## src/rtl/cce_pkg.sv

```systemverilog
package cce_pkg;

	localparam int EDGE_BITS = 16;

	typedef struct packed {
		logic        action;
		logic [15:0] nonce;
	} cce_req_t;

	typedef struct packed {
		logic [2:0]  status;
		logic [13:0] cycle_length;
		logic [16:0] u_node;
		logic [16:0] v_node;
	} cce_res_t;

	localparam logic [2:0] STAT_LINKED   = 3'd0;
	localparam logic [2:0] STAT_ZERO     = 3'd1;
	localparam logic [2:0] STAT_CYCLE    = 3'd2;
	localparam logic [2:0] STAT_PROOF    = 3'd3;
	localparam logic [2:0] STAT_OVERFLOW = 3'd4;
	localparam logic [2:0] STAT_CLEARED  = 3'd5;

	localparam logic [1:0] REG_KEY_LOW    = 2'd0;
	localparam logic [1:0] REG_KEY_HIGH   = 2'd1;
	localparam logic [1:0] REG_PROOF_SIZE = 2'd2;

	localparam logic [7:0] PROOF_SIZE_RESET = 8'd42;

	localparam logic [63:0] SIP_C0 = 64'h736f6d6570736575;
	localparam logic [63:0] SIP_C1 = 64'h646f72616e646f6d;
	localparam logic [63:0] SIP_C2 = 64'h6c7967656e657261;
	localparam logic [63:0] SIP_C3 = 64'h7465646279746573;
	localparam logic [63:0] SIP_FIN = 64'h00000000000000ff;

	localparam logic [3:0] SIP_HALF_LAST = 4'd11;
	localparam logic [3:0] SIP_HALF_FIN  = 4'd4;

endpackage

```

## src/rtl/cce_sip.sv

```systemverilog
module cce_sip (
	input  logic        clk,
	input  logic        arst_n,
	input  logic        start,
	input  logic [63:0] msg,
	input  logic [63:0] key_low,
	input  logic [63:0] key_high,
	output logic        done,
	output logic [63:0] hash
);
	import cce_pkg::*;

	logic [63:0] a_q, b_q, c_q, d_q, m_q;
	logic [63:0] a0, c0, a_n, b_n, c_n, d_n;
	logic [3:0]  half_q;
	logic        run_q, done_q;

	function automatic logic [63:0] rotl(input logic [63:0] x, input int s);
		rotl = (x << s) | (x >> (64 - s));
	endfunction

	always_comb begin
		a0 = (half_q == SIP_HALF_FIN) ? (a_q ^ m_q) : a_q;
		c0 = (half_q == SIP_HALF_FIN) ? (c_q ^ SIP_FIN) : c_q;
		if (!half_q[0]) begin
			a_n = a0 + b_q;
			c_n = c0 + d_q;
			b_n = rotl(b_q, 13) ^ a_n;
			d_n = rotl(d_q, 16) ^ c_n;
			a_n = rotl(a_n, 32);
		end else begin
			c_n = c0 + b_q;
			a_n = a0 + d_q;
			b_n = rotl(b_q, 17) ^ c_n;
			d_n = rotl(d_q, 21) ^ a_n;
			c_n = rotl(c_n, 32);
		end
	end

	always_ff @(posedge clk or negedge arst_n) begin
		if (!arst_n) begin
			run_q  <= 1'b0;
			done_q <= 1'b0;
			half_q <= '0;
		end else begin
			done_q <= run_q && !start && (half_q == SIP_HALF_LAST);
			if (start) begin
				run_q  <= 1'b1;
				half_q <= '0;
			end else if (run_q) begin
				half_q <= half_q + 4'd1;
				if (half_q == SIP_HALF_LAST) begin
					run_q <= 1'b0;
				end
			end
		end
	end

	always_ff @(posedge clk) begin
		if (start) begin
			a_q <= key_low ^ SIP_C0;
			b_q <= key_high ^ SIP_C1;
			c_q <= key_low ^ SIP_C2;
			d_q <= key_high ^ SIP_C3 ^ msg;
			m_q <= msg;
		end else if (run_q) begin
			a_q <= a_n;
			b_q <= b_n;
			c_q <= c_n;
			d_q <= d_n;
		end
	end

	assign done = done_q;
	assign hash = a_q ^ b_q ^ c_q ^ d_q;

endmodule

```

## config.mk

```make
export PLATFORM = sky130hd
export DESIGN_NAME = cce_sip
export DESIGN_NICKNAME = d
export VERILOG_FILES = /design/src/rtl/cce_pkg.sv /design/src/rtl/cce_sip.sv
export SDC_FILE = /design/constraint.sdc
export NUM_CORES = 2
export LEC_CHECK = 0
export BUFFER_PORTS_ARGS = -buffer_cell sky130_fd_sc_hd__buf_2
export CAP_MARGIN = 20
export CORE_ASPECT_RATIO = 1.4
export CORE_MARGIN = 2
export CORE_UTILIZATION = 36
export CTS_BUF_LIST = sky130_fd_sc_hd__clkbuf_4 sky130_fd_sc_hd__clkbuf_8
export DETAILED_ROUTE_END_ITERATION = 8
export SYNTH_ARGS = -nofsm -noshare
export SYNTH_HDL_FRONTEND = slang
export SYNTH_SLANG_ARGS = --single-unit
```

## constraint.sdc

```tcl
create_clock -name clk -period 14.4 [get_ports clk]
set_input_delay 2.88 -clock clk [delete_from_list [all_inputs] [get_ports clk]]
set_output_delay 2.88 -clock clk [all_outputs]
set_load 0.005 [all_outputs]
```

==> impl_metrics.ini <==
[routing]
drt-vias-per-instance = 6.60
wl_per_cell_um = 40.4
drcViolationCount = 0
wl_mm = 229
num_vias = 37350
drt_iter0_drc = 5848
drtAntennaViolNets = 0
dr.pass1.iters = 9

[clocking]
cts.sinks = 326
cts_setup_buffers = 0
clock_latency_ps = 790
cts_tree = done
cts_buffers = 60
cts_root_buffer = clkbuf_8
clock_path_buffers = 3
clk_pin_slew_worst_paths_ps = 70
cts_resized = 0
htree_num_levels = 2
postCtsHoldBufs = 0

[cells_and_area]
multi_input_area_um2 = 24600
nets = 4754
layout-drive-gt1-share_pct = 11.4
layout_commonest_cell = xnor2_1
area_growth_syn_to_layout_pct = 11.6
nFillCells = 10057
final_cell_mix = 518 x xnor2_1, 435 x a21oi_1, 397 x nand2_1, 320 x edfxtp_1, 292 x xor2_1
seqCellArea_um2 = 9760

[placement]
port_buffers = 259
hpwlAfterDp_mm = 184
place.gp.congestion = 1.11

[setup_path]
r2r_setup_slack_ps = 6520
reg2reg_to = a_q[11]
cp-end-kind = flop
start_kind = flop
reg2reg_depth = 20
critPathBufInv = 3
cpPeakStageDelay_ps = 880
path_delay_family = compound AO/OA/AOI/OAI gates
critPathSlowestCell = xnor2_1
required_ps = 14910
cp_max_fo = 47
reg2reg_from = half_q[0]
path_cells = inv_4, ha_1, nand2_1, nor2_4, buf_4, buf_4, nand2_1, xnor2_1, ha_1, a21o_1, a21oi_1, o21ai_1, a221o_1, a21oi_1, o21ai_1, a21oi_2, o21bai_1, xnor2_1, o211ai_1, a21boi_0
path_class = flop to flop
arrival_ps = 8380

[outcome]
outcome = finished clean

[global_routing]
antenna_found_initial = 32
use_met1_pct = 46.8
grt_busiest_layer = met2
grtUsageMet2_pct = 65.0
grt_pass1_vias = 35261
grt_first_pass_wirelength_mm = 302
grt_max_degree = 146
grt_use_met3_pct = 16.4
grt-ovfl-total = 0
grt_use_total_pct = 44.6

[logic_synthesis]
ys_types = 91
yosys.area_share.simple_pct = 13.0
ys.warnings.count = 0
synth_area_um2 = 35400
synth_xor_area_share_pct = 20.6
syn_inst = 4123
synth_top_family_by_area = compound AO/OA/AOI/OAI gates
async_flop_share_pct = 1.84
ys_ff_latch = 326
synth_adder_area_share_pct = 9.70
synth_compound_area_share_pct = 23.9
synth_ff_type = edfxtp_1
muxShareOfSynthArea_pct = 2.09
ys_seq_area_share_pct = 27.6
synth.avg_cell_area_um2 = 8.58
synth_fp_nets = 4590
synth_edf_count = 320

[floorplan]
io_pins = 260
std_cell_rows = 136
die_area_um2 = 101000
start_util_pct = 36.2
chipWidth_um = 269
core_area_um2 = 97800
die_h_um = 375

[timing]
rsz0062_at_grt = false
finalCriticalPeriod_ps = 7880
slew_viol_final = 0
slew_headroom_pct = 4.13
max_clock_freq_mhz = 127
skew_ps = 43.3
fin_tns_setup_ps = 0
worst_pin_slew_ps = 1430
final_hold_viol_count = 0
fin_crit_sh_pct = 54.7
setup_violations = 0

[min_path]
hold_path_depth = 2
hp-start = half_q[1]
hold-path-endpoint = half_q[1]
hold_class = flop to flop

[run]
maxCapViolations = 0
## worst reg2reg max path: stages, from the launching register on
cell and delay [ps]:
dfrtp_4 630, inv_4 370, ha_1 230, nand2_1 90, nor2_4 100, buf_4 400, buf_4 790, nand2_1 240
xnor2_1 880, ha_1 490, a21o_1 190, a21oi_1 150, o21ai_1 160, a221o_1 450, a21oi_1 490, o21ai_1 230
a21oi_2 400, o21bai_1 160, xnor2_1 800, o211ai_1 190, a21boi_0 180
## routing by layer
layer / vias to the layer above / part of all wire [%]
li1: 15445 / -
met1: 17808 / 33
met2: 3014 / 41
met3: 1071 / 12
met4: 12 / 14
met5: - / 0.035
## cell usage after synthesis (17+ instances only)
cell	count	area share, %
a21o_1	127	2.7
nor2b_1	21	0.37
nand4_1	96	1.7
edfxtp_1	320	27
clkbuf_1	183	1.9
a211oi_1	59	1.3
a222oi_1	18	0.51
o21ai_0	260	3.7
mux2i_1	65	1.8
o211ai_1	35	0.74
ha_1	268	9.5
a31oi_1	44	0.78
a21boi_0	24	0.51
nand3_1	55	0.78
o21a_1	35	0.74
buf_1	22	0.23
nor2_1	280	3.0
nand2_1	398	4.2
nand2b_1	23	0.41
a21oi_1	435	6.2
a221oi_1	30	0.74
inv_1	69	0.73
and3_1	17	0.30
xor2_1	299	7.4
nor3_1	49	0.69
o21bai_1	70	1.5
xnor2_1	524	13
## layout make-up
class | instances | area share (%)
multi-input cells | 3505 | 62.4
inverters | 71 | 0.694
well taps | 1311 | 4.16
clock inverters | 42 | 0.986
clock buffers | 70 | 2.28
repair buffers | 323 | 4.67
diodes | 13 | 0.0824
flip-flops and latches | 326 | 24.7
## per-stage QoR
step                      hold WS, ps  setup WS, ps  cells  util [%]  area (µm²)
after detailed placement          591          6970   5518      38.7       37900
after global routing              674          6650   5649      40.3       39400
after CTS                         605          6960   5630      40.0       39200
final                             611          6520   5661      40.3       39500
after global placement            577          7000   5517      38.7       37900
after floorplan                   527          7020   4123         -       35400
## kinds of logic after synthesis
family,Yosys count
AO/OA/AOI/OAI,1317
AND/OR/NAND/NOR,1017
XOR/XNOR,826
flip-flops,326
buffers and inverters,292
adder cells (fa/ha/maj),272
multiplexers,73
## registers in the layout, summed over array words and instances (netlist names)
register  count
m_q          64
half_q        4
c_q          64
d_q          64
a_q          64
done          1
b_q          64
run_q         1
## worst max-delay path by stage
stage | from | to | slack, ps | cells after the start
CTS | half_q[0] | a_q[11] | 6960 | 20
detailed placement | half_q[0] | a_q[11] | 6970 | 20
global route | half_q[0] | a_q[24] | 6650 | 20
floorplan | start | a_q[0] | 7020 | 4
global placement | half_q[0] | a_q[11] | 7000 | 20
finish | half_q[0] | a_q[11] | 6520 | 20
Power is left out: the tool's default activity adds up to more than one toggle a clock period on the data nets, which glitch-free logic cannot reach.
